`src/design/aip_pkg.sv`:
```
// Shared types, constants and character codes for the argument integer parser.
package aip_pkg;

    localparam int MAX_CHARS = 1023;
    localparam int CNT_W     = $clog2(MAX_CHARS + 1);
    localparam int CH_W      = 8;
    localparam int ARG_W     = 8;
    localparam int VALUE_W   = 64;

    typedef logic [VALUE_W-1:0] value_t;

    typedef enum logic [3:0] {
        PH_LINE,
        PH_SKIP,
        PH_GAP,
        PH_START,
        PH_BODY,
        PH_ZERO,
        PH_HEX,
        PH_HEXBAD,
        PH_LETTER,
        PH_OCT,
        PH_DEC,
        PH_STOP,
        PH_END
    } phase_t;

    // One character word as it travels from the input stage to the parser
    typedef struct packed {
        logic [CH_W-1:0] ch;
        logic            last;
    } item_t;

    localparam logic [CH_W-1:0] CH_NUL    = 8'h00;
    localparam logic [CH_W-1:0] CH_TAB    = 8'h09;
    localparam logic [CH_W-1:0] CH_SPACE  = 8'h20;
    localparam logic [CH_W-1:0] CH_MINUS  = 8'h2d;
    localparam logic [CH_W-1:0] CH_DIG_0  = 8'h30;
    localparam logic [CH_W-1:0] CH_DIG_7  = 8'h37;
    localparam logic [CH_W-1:0] CH_DIG_9  = 8'h39;
    localparam logic [CH_W-1:0] CH_UP_A   = 8'h41;
    localparam logic [CH_W-1:0] CH_UP_F   = 8'h46;
    localparam logic [CH_W-1:0] CH_UP_X   = 8'h58;
    localparam logic [CH_W-1:0] CH_UP_Z   = 8'h5a;
    localparam logic [CH_W-1:0] CH_LOW_A  = 8'h61;
    localparam logic [CH_W-1:0] CH_LOW_F  = 8'h66;
    localparam logic [CH_W-1:0] CH_LOW_X  = 8'h78;
    localparam logic [CH_W-1:0] CH_LOW_Z  = 8'h7a;
    localparam logic [CH_W-1:0] CASE_BIT  = 8'h20;

endpackage

```
`src/design/aip_input_stage.sv`:
```
// Input register: holds one character word and releases it to the parser.
module aip_input_stage
(
    input  logic          clk,
    input  logic          rst_n,
    input  logic          s_tvalid,
    output logic          s_tready,
    input  aip_pkg::item_t s_item,
    input  logic          out_free,
    output aip_pkg::item_t item,
    output logic          fire
);
    import aip_pkg::*;

    logic  valid_reg;
    logic  valid_next;
    item_t item_reg;

    // a last word may only move on when the result register can take it
    assign fire     = valid_reg && (!item_reg.last || out_free);
    assign s_tready = !valid_reg || fire;
    assign item     = item_reg;

    always_comb
    begin
        valid_next = valid_reg;
        if (s_tready)
        begin
            valid_next = s_tvalid;
        end
    end

    always_ff @(posedge clk or negedge rst_n)
    begin
        if (!rst_n)
        begin
            valid_reg <= 1'b0;
        end
        else
        begin
            valid_reg <= valid_next;
        end
    end

    always_ff @(posedge clk)
    begin
        if (s_tvalid && s_tready)
        begin
            item_reg <= s_item;
        end
    end

endmodule

```
`src/design/aip_parse_core.sv`:
```
// Token selection and integer parse state, updated once per character word.
module aip_parse_core
(
    input  logic                      clk,
    input  logic                      rst_n,
    input  logic                      fire,
    input  aip_pkg::item_t            item,
    input  logic [aip_pkg::ARG_W-1:0] arg_number,
    output logic                      res_valid,
    output aip_pkg::value_t           res_value
);
    import aip_pkg::*;

    phase_t           phase_reg, phase_next, phase_upd, ph_pre, ph_body;
    logic [ARG_W-1:0] seen_reg, seen_next, seen_upd, seen_inc;
    value_t           acc_reg, acc_next, acc_upd;
    logic             neg_reg, neg_next, neg_upd;
    logic [CH_W-1:0]  letter_reg, letter_next, letter_upd;
    logic [CNT_W-1:0] cnt_reg, cnt_next, cnt_upd;
    logic             ended_reg, ended_next, ended_upd;

    logic [ARG_W-1:0] target;
    logic             ignored, take_char;
    logic [CH_W-1:0]  c;
    logic             is_sep, is_dec, is_oct, is_up, is_low, is_hexl, is_hexu;
    logic [3:0]       digit;

    function automatic value_t current_value(phase_t ph, logic neg, value_t acc,
                                             logic [CH_W-1:0] letter);
        value_t v;
        case (ph)
            PH_HEX, PH_OCT, PH_DEC, PH_STOP: v = neg ? (value_t'(0) - acc) : acc;
            PH_LETTER:                       v = {{(VALUE_W-CH_W){1'b0}}, letter};
            PH_END:                          v = acc;
            default:                         v = '0;
        endcase
        return v;
    endfunction

    assign c        = item.ch;
    assign target   = (arg_number <= ARG_W'(1)) ? '0 : arg_number - ARG_W'(1);
    assign ignored  = ended_reg || (cnt_reg >= CNT_W'(MAX_CHARS));
    assign is_sep   = (c == CH_SPACE) || (c == CH_TAB);
    assign is_dec   = (c >= CH_DIG_0) && (c <= CH_DIG_9);
    assign is_oct   = (c >= CH_DIG_0) && (c <= CH_DIG_7);
    assign is_up    = (c >= CH_UP_A) && (c <= CH_UP_Z);
    assign is_low   = (c >= CH_LOW_A) && (c <= CH_LOW_Z);
    assign is_hexl  = (c >= CH_LOW_A) && (c <= CH_LOW_F);
    assign is_hexu  = (c >= CH_UP_A) && (c <= CH_UP_F);
    // low nibble is the digit for 0-9; a-f and A-F sit nine below their value
    assign digit    = is_dec ? c[3:0] : c[3:0] + 4'd9;
    assign seen_inc = (seen_reg == '1) ? seen_reg : seen_reg + ARG_W'(1);

    // next state
    always_comb
    begin
        phase_upd  = phase_reg;
        seen_upd   = seen_reg;
        acc_upd    = acc_reg;
        neg_upd    = neg_reg;
        letter_upd = letter_reg;
        cnt_upd    = cnt_reg;
        ended_upd  = ended_reg;
        ph_pre     = phase_reg;
        take_char  = 1'b0;

        if (fire && !ignored)
        begin
            cnt_upd = cnt_reg + CNT_W'(1);
            if (c == CH_NUL)
            begin
                ended_upd = 1'b1;
            end
            else
            begin
                if (ph_pre == PH_LINE)
                begin
                    ph_pre = (target == '0) ? PH_START : PH_SKIP;
                end
                case (ph_pre)
                    PH_SKIP:
                    begin
                        phase_upd = is_sep ? PH_GAP : PH_SKIP;
                    end
                    PH_GAP:
                    begin
                        if (!is_sep)
                        begin
                            seen_upd = seen_inc;
                            if (seen_inc != target)
                            begin
                                phase_upd = PH_SKIP;
                            end
                            else
                            begin
                                ph_pre    = PH_START;
                                take_char = 1'b1;
                            end
                        end
                    end
                    default:
                    begin
                        take_char = 1'b1;
                    end
                endcase
            end
        end

        ph_body = (ph_pre == PH_START) ? PH_BODY : ph_pre;

        if (take_char)
        begin
            phase_upd = ph_pre;
            if (is_sep)
            begin
                // freeze the token's value and ignore the rest of the line
                acc_upd   = current_value(ph_pre, neg_reg, acc_reg, letter_reg);
                neg_upd   = 1'b0;
                phase_upd = PH_END;
            end
            else if (ph_pre == PH_START && c == CH_MINUS)
            begin
                neg_upd   = 1'b1;
                phase_upd = PH_BODY;
            end
            else
            begin
                phase_upd = ph_body;
                case (ph_body)
                    PH_BODY:
                    begin
                        if (c == CH_DIG_0)
                        begin
                            phase_upd = PH_ZERO;
                        end
                        else if (is_up || is_low)
                        begin
                            letter_upd = c | CASE_BIT;
                            phase_upd  = PH_LETTER;
                        end
                        else if (is_dec)
                        begin
                            acc_upd   = {{(VALUE_W-4){1'b0}}, digit};
                            phase_upd = PH_DEC;
                        end
                        else
                        begin
                            acc_upd   = '0;
                            phase_upd = PH_STOP;
                        end
                    end
                    PH_ZERO:
                    begin
                        if (c == CH_LOW_X || c == CH_UP_X)
                        begin
                            acc_upd   = '0;
                            phase_upd = PH_HEX;
                        end
                        else if (is_oct)
                        begin
                            acc_upd   = {{(VALUE_W-4){1'b0}}, digit};
                            phase_upd = PH_OCT;
                        end
                        else
                        begin
                            acc_upd   = '0;
                            phase_upd = PH_STOP;
                        end
                    end
                    PH_HEX:
                    begin
                        if (is_dec || is_hexl || is_hexu)
                        begin
                            acc_upd = {acc_reg[VALUE_W-5:0], digit};
                        end
                        else
                        begin
                            phase_upd = PH_HEXBAD;
                        end
                    end
                    PH_LETTER:
                    begin
                        acc_upd   = '0;
                        phase_upd = PH_STOP;
                    end
                    PH_OCT:
                    begin
                        if (is_oct)
                        begin
                            acc_upd = {acc_reg[VALUE_W-4:0], digit[2:0]};
                        end
                        else
                        begin
                            phase_upd = PH_STOP;
                        end
                    end
                    PH_DEC:
                    begin
                        if (is_dec)
                        begin
                            acc_upd = (acc_reg << 3) + (acc_reg << 1)
                                    + {{(VALUE_W-4){1'b0}}, digit};
                        end
                        else
                        begin
                            phase_upd = PH_STOP;
                        end
                    end
                    default:
                    begin
                        phase_upd = ph_body;
                    end
                endcase
            end
        end

        // clear the line after its last word
        if (fire && item.last)
        begin
            phase_next  = PH_LINE;
            seen_next   = '0;
            acc_next    = '0;
            neg_next    = 1'b0;
            letter_next = '0;
            cnt_next    = '0;
            ended_next  = 1'b0;
        end
        else
        begin
            phase_next  = phase_upd;
            seen_next   = seen_upd;
            acc_next    = acc_upd;
            neg_next    = neg_upd;
            letter_next = letter_upd;
            cnt_next    = cnt_upd;
            ended_next  = ended_upd;
        end
    end

    // outputs
    always_comb
    begin
        res_valid = fire && item.last;
        res_value = current_value(phase_upd, neg_upd, acc_upd, letter_upd);
    end

    always_ff @(posedge clk or negedge rst_n)
    begin
        if (!rst_n)
        begin
            phase_reg  <= PH_LINE;
            seen_reg   <= '0;
            acc_reg    <= '0;
            neg_reg    <= 1'b0;
            letter_reg <= '0;
            cnt_reg    <= '0;
            ended_reg  <= 1'b0;
        end
        else
        begin
            phase_reg  <= phase_next;
            seen_reg   <= seen_next;
            acc_reg    <= acc_next;
            neg_reg    <= neg_next;
            letter_reg <= letter_next;
            cnt_reg    <= cnt_next;
            ended_reg  <= ended_next;
        end
    end

endmodule

```
`src/design/aip_output_stage.sv`:
```
// Result register: holds one parsed value until the downstream side takes it.
module aip_output_stage
(
    input  logic            clk,
    input  logic            rst_n,
    input  logic            res_valid,
    input  aip_pkg::value_t res_value,
    output logic            out_free,
    output logic            m_tvalid,
    input  logic            m_tready,
    output aip_pkg::value_t m_tdata
);
    import aip_pkg::*;

    logic   valid_reg;
    logic   valid_next;
    value_t value_reg;

    assign out_free = !valid_reg || m_tready;
    assign m_tvalid = valid_reg;
    assign m_tdata  = value_reg;

    always_comb
    begin
        valid_next = valid_reg;
        if (out_free)
        begin
            valid_next = res_valid;
        end
    end

    always_ff @(posedge clk or negedge rst_n)
    begin
        if (!rst_n)
        begin
            valid_reg <= 1'b0;
        end
        else
        begin
            valid_reg <= valid_next;
        end
    end

    always_ff @(posedge clk)
    begin
        if (res_valid && out_free)
        begin
            value_reg <= res_value;
        end
    end

endmodule

```
`src/design/argument_integer_parser.sv`:
```
// Top level of the argument integer parser: config register and stage wiring.
//
//  channel   dir  handshake          payload
//  s_*       in   s_tvalid/s_tready  s_tdata = ch, s_tlast = last
//  m_*       out  m_tvalid/m_tready  m_tdata = value (64-bit two's complement)
//  cfg_*     in   cfg_wr_en          cfg_wr_data = arg_number
//
//  One character word per cycle while nothing stalls: input register, parse
//  logic, result register. A line's value reaches m_tdata at the edge where
//  its last word leaves the input register.
//  Reset (rst_n low, asynchronous) empties both registers, clears the line
//  state and sets arg_number to 1.
//  A stalled result holds the next last word in the input register, and the
//  words behind it wait; other words keep flowing.
module argument_integer_parser
(
    input  logic                      clk,
    input  logic                      rst_n,
    input  logic                      cfg_wr_en,
    input  logic [aip_pkg::ARG_W-1:0] cfg_wr_data,
    input  logic                      s_tvalid,
    output logic                      s_tready,
    input  logic [aip_pkg::CH_W-1:0]  s_tdata,   // [7:0] ch
    input  logic                      s_tlast,
    output logic                      m_tvalid,
    input  logic                      m_tready,
    output aip_pkg::value_t           m_tdata    // [63:0] value
);
    import aip_pkg::*;

    logic [ARG_W-1:0] arg_reg;
    logic [ARG_W-1:0] arg_next;
    item_t            s_item;
    item_t            item;
    logic             fire;
    logic             out_free;
    logic             res_valid;
    value_t           res_value;

    assign s_item.ch   = s_tdata;
    assign s_item.last = s_tlast;

    always_comb
    begin
        arg_next = arg_reg;
        if (cfg_wr_en)
        begin
            arg_next = cfg_wr_data;
        end
    end

    always_ff @(posedge clk or negedge rst_n)
    begin
        if (!rst_n)
        begin
            arg_reg <= ARG_W'(1);
        end
        else
        begin
            arg_reg <= arg_next;
        end
    end

    aip_input_stage u_input
    (
        .clk      (clk),
        .rst_n    (rst_n),
        .s_tvalid (s_tvalid),
        .s_tready (s_tready),
        .s_item   (s_item),
        .out_free (out_free),
        .item     (item),
        .fire     (fire)
    );

    aip_parse_core u_core
    (
        .clk        (clk),
        .rst_n      (rst_n),
        .fire       (fire),
        .item       (item),
        .arg_number (arg_reg),
        .res_valid  (res_valid),
        .res_value  (res_value)
    );

    aip_output_stage u_output
    (
        .clk       (clk),
        .rst_n     (rst_n),
        .res_valid (res_valid),
        .res_value (res_value),
        .out_free  (out_free),
        .m_tvalid  (m_tvalid),
        .m_tready  (m_tready),
        .m_tdata   (m_tdata)
    );

    // input side stalls only behind a full, stalled result register
    a_stall_cause: assert property (@(posedge clk) disable iff (!rst_n)
        !s_tready |-> !out_free)
        else $error("input stalled while result register free");

    // a result is never produced into an occupied result register
    a_no_overwrite: assert property (@(posedge clk) disable iff (!rst_n)
        res_valid |-> out_free)
        else $error("result produced into a full result register");

    // a produced result shows on the output next cycle
    a_result_shown: assert property (@(posedge clk) disable iff (!rst_n)
        res_valid |=> m_tvalid)
        else $error("produced result not presented");

    // a word that is not last never produces a result
    a_last_only: assert property (@(posedge clk) disable iff (!rst_n)
        (fire && !item.last) |-> !res_valid)
        else $error("result without a last word");

endmodule

```
`config.mk`:
```
export PLATFORM = sky130hd
export DESIGN_NAME = argument_integer_parser
export DESIGN_NICKNAME = d
export VERILOG_FILES = /design/src/design/aip_pkg.sv /design/src/design/aip_input_stage.sv /design/src/design/aip_parse_core.sv /design/src/design/aip_output_stage.sv /design/src/design/argument_integer_parser.sv
export SDC_FILE = /design/constraint.sdc
export NUM_CORES = 1
export LEC_CHECK = 0
export CAP_MARGIN = 20
export CORE_UTILIZATION = 40
export CTS_BUF_LIST = sky130_fd_sc_hd__clkbuf_8
export DETAILED_ROUTE_END_ITERATION = 8
export DONT_BUFFER_PORTS = 1
export PLACE_DENSITY = 0.59
export SLEW_MARGIN = 20
export SYNTH_ARGS = -nofsm -noshare
export SYNTH_HDL_FRONTEND = slang
export SYNTH_SLANG_ARGS = --single-unit
export TNS_END_PERCENT = 20
```
`constraint.sdc`:
```
create_clock -name clk -period 10.45 [get_ports clk]
set_clock_uncertainty 0.05 [all_clocks]
set_input_delay 2.09 -clock clk [delete_from_list [all_inputs] [get_ports clk]]
set_output_delay 2.09 -clock clk [all_outputs]
set_load 0.01 [all_outputs]
```
# After elaboration in Yosys (flattened, before gate mapping)
# Cells that the tools add are included.
totals:
  memories: 0
  wordCells: 173
  ramBits: 0
  input_bits: 22
  out_inout_bits: 66
  romBits: 0
  reg_bits: 179
  latch_bits: 0
classes:
  eq_ne: 31
  reduce_logical: 35
  mux: 75
  bitwise: 0
  n_div: 0
  multipliers: 0
  order_cmp: 11
  shift: 0
  add_sub_neg: 8
ops:
  columns: ["cell", "n"]
  rows:
  - ["2-to-1 mux 64 bit", 12]
  - ["one-hot mux 64 bit (3 select lines)", 2]
  - ["one-hot mux 64 bit (6 select lines)", 1]
  - ["subtractor 1 x 64 -> 64 bit, first input constant", 2]
  - ["2-to-1 mux 8 bit", 14]
  - ["2-to-1 mux 4 bit", 26]
  - ["adder 64 x 4 -> 64 bit", 1]
  - ["adder 64 bit", 1]
  - ["== test 4 bit, second input constant", 13]
  - ["<= comparator 8 x 7 -> 1 bit, second input constant", 4]
  - ["== test 8 x 6 -> 1 bit, second input constant", 3]
  - ["one-hot mux 4 bit (6 select lines)", 1]
  - ["== test 4 x 3 -> 1 bit, second input constant", 5]
  - ["2-to-1 mux 10 bit", 2]
  - ["== test 8 x 7 -> 1 bit, second input constant", 2]
  - ["greater-or-equal comparator 8 x 7 -> 1 bit, second input constant", 2]
  - ["<= comparator 8 x 6 -> 1 bit, second input constant", 2]
  - ["zero test 8 bit", 2]
  - ["logical AND 1 bit", 12]
  - ["2-to-1 mux 1 bit", 12]
  - ["adder 10 x 1 -> 10 bit, second input constant", 1]
  - ["greater-or-equal comparator 10 bit, second input constant", 1]
  - ["logical OR 1 bit", 9]
  - ["adder 8 x 1 -> 8 bit, second input constant", 1]
  - ["other kinds (19)", 29]

# Logic depth before layout (Yosys ltp)
logic_depth:
  ltp_word: 22
  ltp_mapped: 26
  depth_no_buf: 23

# Hierarchy
# From an unflattened synthesis, not the netlist that was laid out.
unflattened:
  hier_cells: 2851
  hier_area_um2: 21085.2
by_module_without_submodules:
  columns: ["module", "area_per_inst_um2", "seq_area_each_um2", "cells_per_inst", "n_inst"]
  rows:
  - ["aip_parse_core", 18435.2, 2402.3, 2751, 1]
  - ["aip_output_stage", 1975.6, 1946.9, 68, 1]
  - ["aip_input_stage", 341.6, 295.3, 15, 1]
  - ["argument_integer_parser", 332.8, 201.4, 17, 1]

# Worst setup path before layout
# No wires, ideal clock.
synth_path:
  kind: "register -> register"
  startpoint: "register u_input.item_reg, in the netlist u_input.item[1]"
  endpoint: "register u_output.value_reg[61] (netlist: u_output.m_tdata[61]) (data pin)"
  required_time_ps: 10265
  synth_period_minus_slack_ps: 7093
  setup_ps: 135
  path_stages_with_launch: 26
  path_buffers: 3
  arrival_time_ps: 6908
  setup_slack_ps: 3357
  cell_sequence: "edfxtp_1 > inv_1 > ha_1 > o21bai_1 > a21o_1 > buf_1 > clkbuf_1 > clkbuf_1 > nand2_1 > xnor2_1 > fa_1 > ha_1 > a211oi_1 > o211ai_1 > o211ai_1 > a21oi_1 > o31ai_1 > o22ai_1 > a211o_1 > a221oi_1 > xnor2_1 > a211oi_2 > nand3_1 > or4b_1 > or4_1 > nand3_1"
synth_via:
  elab_chain_len: 16
  elab_cells_between_ends: 97
synth_lines:
  columns: ["element", "line_no", "source"]
  rows:
  - ["start: declaration", "aip_input_stage.sv:17", "item_t item_reg;"]
  - ["start signal: assignment", "aip_input_stage.sv:49", "item_reg <= s_item;"]
  - ["parallel branches: the longest is 15 deep, another holds adder 64 x 4 -> 64 bit", null, null]
  - ["one-hot mux 64 bit (3 select lines) *", "aip_parse_core.sv:31", "case (ph)"]
  - ["named net res_value[61]", "argument_integer_parser.sv:38", "value_t res_value;"]
  - ["end signal: assignment", "aip_output_stage.sv:48", "value_reg <= res_value;"]
  - ["end: declaration", "aip_output_stage.sv:17", "value_t value_reg;"]
# Mark *: on every way through the listed nets, which the timed path passes.
# A chain may end at the register's enable or synchronous reset.

# Worst setup path in the final report
# Same ends and word-level chain as after synthesis.

==> metrics <==
routability cong.=0.9758; Post-CTS Setup Bufs=0; LEAKAGE=0.008189 uW; Initial Util=40.55%; status=finished, final reports clean; Final Worst Setup Slack=2262 ps; CTS sink count=179; Sw Share=52.57%; RSZ-0062 raised after global routing=no; share of power burned in the clock network=19.2%; Hold-fix buffers, CTS=0; largest buffer count on any clock path=2; total core area=50,170 sq um; Comb pwr share=52.5%; top-area cell type share of the netlist area=12.91%; die area=51,770 sq um; cell internal pwr=1384 uW; via/cell ratio=6.904; WHS=502.1 ps; Post-synth EDFFs=73; Worst R2R End=u_output.m_tdata[61]; post_cts resized=0; Worst-Margin Slew=1044 ps; CP peak stage delay=760 ps; antenna violations before repair=1; Yosys cell types=99; overflow left after global routing=0; fraction of registers with async set/reset=59.22%; Die W=227.5 um; Die Y=227.5 um; share of layout cells above drive strength 1=7.041%; final setup violation count=0; Switch Pwr=1535 uW; Hold Fails Final Rpt=0; vias in the first global route=20,611; Hold Path Depth=2; Final Max Slew Viols=0; Yosys reg bits=179; Syn Nets=2,786; post-synth design cell area=20,350 sq um; GRT Overall Usage=32.52%; leading area contributor after synthesis=dfrtp_1; P&R area growth vs syn=4.766%; hold crit path type=flip-flop to flip-flop; Crit path required time=10,840 ps; largest net degree at the start of global routing=107; period utilization=78.35%; Reg power frac=28.3%; Layout Nets=2,658; CTS buffer count=17; fillers=5,079; crit path time final=8188 ps; Reg2Reg Depth=23; crit end category=flip-flop; residual DRC count=0; startpoint types=flip-flop; reg2reg setup slack=2260 ps; Worst Min Path Start=u_core.cnt_reg[9]; synth top area cells=dfrtp_1 13%, edfxtp_1 11%, ha_1 8.2%; Avg Cell Area, Syn=7.739 sq um; vias after detailed routing=21,995; Finished Core Util=42.49%; Ant. Diodes=0; Max Fclk=122.1 MHz; clock slew at reported path FFs=130 ps; Final Cell Area=21,320 sq um; DR WL/cell=26.73 um; CTS tree=done; WHS Endpoint=u_core.cnt_reg[9]; RR Startpoint=u_input.item[1]; root buf cell=clkbuf_8; DP Area=20,870 sq um; Slowest cell on crit path=o31ai_1; Antenna Nets Post-Route=0; cells along the critical path=inv_1, ha_1, o21bai_1, a21o_1, buf_4, nand2_1, xnor2_1, fa_1, ha_1, a211oi_1, o211ai_1, o211ai_1, a21oi_1, o31ai_1, o22ai_1, a2111oi_0, o21ai_0, xnor2_1, o21a_1, nand4b_1, or4b_1, or4_1, nand3_1; # Max-Cap Violations=0; final wirelength=85,180 um; Port Buffers=0; maximum vdd drop=0.1740 mV; HPWL Detailed=63,410 um; setup slack at placement=2262 ps; PwrDens=136.9 nW/um^2; Main synth FF type=dfrtp_1; Rel. slew slack=29.95%; Critical Path Fanout Max=32; Syn Inst Count=2,629; WP data arrival=8580 ps; yosys warns=0; Row Count=82; drt pass-1 iters=9; Top Family by Delay on Critical Path=compound AO/OA/AOI/OAI gates; global-route wire length before repair=127,000 um; Critical Path Start=u_input.item[1]; htree depth=4; setup_tns=0 ps; clk_lat worst skew=590 ps; DR iter-0 viols=2,446; Ports=88; post-synthesis sequential area ratio=23.82%; worst path bufs/invs=2; CP Class=flip-flop to flip-flop
==> cell usage after synthesis, types with 14 or more instances <==
library cell and n:
a211o_1 16, a211oi_1 47, a21boi_0 14, a21o_1 33
a21oi_1 204, a221oi_1 19, a222oi_1 25, a31oi_1 34
and2_1 23, and3_1 29, and4_1 16, buf_1 15
buf_2 16, clkbuf_1 172, dfrtp_1 105, edfxtp_1 73
ha_1 133, inv_1 52, mux2i_1 60, nand2_1 237
nand2b_1 25, nand3_1 64, nand4_1 53, nor2_1 271
nor2b_1 17, nor3_1 66, nor4_1 18, o211ai_1 42
o21a_1 28, o21ai_0 164, o21bai_1 18, o221ai_1 16
o22ai_1 58, o31ai_1 34, o41ai_1 16, or2_2 23
or3_1 36, or4_1 19, xnor2_1 56, xor2_1 49
==> through the flow <==
step | total power, uW | cells
3_3_place_gp | 2292 | 3153
3_5_place_dp | 2299 | 3154
6_report | 2919 | 3186
5_1_grt | 3024 | 3186
2_1_floorplan | 1792 | 2629
4_1_cts | 2865 | 3186
==> worst max path at each step <==
| stage | endpoint | cells after the start |
|---|---|---|
| final | u_output.m_tdata[61] | 23 |
| after global routing | u_output.m_tdata[61] | 23 |
| after CTS | u_output.m_tdata[61] | 23 |
| after detailed placement | u_output.m_tdata[52] | 16 |
| after global placement | u_output.m_tdata[54] | 16 |
| after floorplan | u_output.m_tdata[61] | 25 |
==> cell usage in the layout, fill, tap and decap left out, drive strengths merged, types with 18 or more instances in the layout <==
cell type  count
nand2        237
dfrtp        105
and3          29
o22ai         58
o211ai        42
o21a          28
nor3          69
edfxtp        73
or4           22
and2          23
a21oi        204
o21bai        18
a211oi        52
a221oi        22
nor2         272
nor4          22
or3           38
a31oi         34
a222oi        25
buf           59
ha           133
nand4         54
o31ai         35
o21ai        174
or2           24
inv           61
mux2i         60
nand3         64
a21o          33
xor2          49
nand2b        25
xnor2         56
==> metal layers <==
metal / wire (um) / track usage [%] / vias up
met4: 5497 / 20.89 / 2
li1: - / - / 9847
met3: 5871 / 4.517 / 256
met5: 16 / 0 / -
met2: 40380 / 54.19 / 1190
met1: 33410 / 39.29 / 10700
==> worst register-to-register path, cell delays in order (launching register included) <==
cell and delay (ps):
edfxtp_1 550, inv_1 140, ha_1 270, o21bai_1 230
a21o_1 150, buf_4 330, nand2_1 130, xnor2_1 190
fa_1 490, ha_1 340, a211oi_1 310, o211ai_1 200
o211ai_1 490, a21oi_1 210, o31ai_1 760, o22ai_1 480
a2111oi_0 510, o21ai_0 170, xnor2_1 350, o21a_1 270
nand4b_1 290, or4b_1 610, or4_1 430, nand3_1 100
==> cell families (layout without fill, tap and decap cells) <==
| group | after synthesis | count (layout) | share of synthesized area, % |
|---|---|---|---|
| AO/OA/AOI/OAI | 930 | 930 | 31.48 |
| XOR/XNOR | 105 | 105 | 4.520 |
| adder cells (fa/ha/maj) | 135 | 135 | 8.376 |
| buffers and inverters | 259 | 144 | 4.969 |
| flip-flops | 179 | 179 | 23.82 |
| multiplexers | 67 | 67 | 3.339 |
| AND/OR/NAND/NOR | 954 | 954 | 23.50 |
==> cell type report <==
cell class,instances,area (sq um),area share (%)
clock buffers,17,234.0,1.098
flip-flops and latches,179,4847,22.74
well taps,672,840.8,3.945
inverters,53,201.4,0.9451
clock inverters,15,209.0,0.9803
multi-input cells,2191,14540,68.21
repair buffers,59,442.9,2.078
==> power groups by stage <==
stage	Sequential [uW]	Clock [uW]	Combinational (uW)
global route	832	589	1600
finish	827	559	1530
CTS	826	577	1460
global placement	840	0	1450
detailed placement	841	0	1460
floorplan	817	0	975
Power figures use the tool's default switching activity.
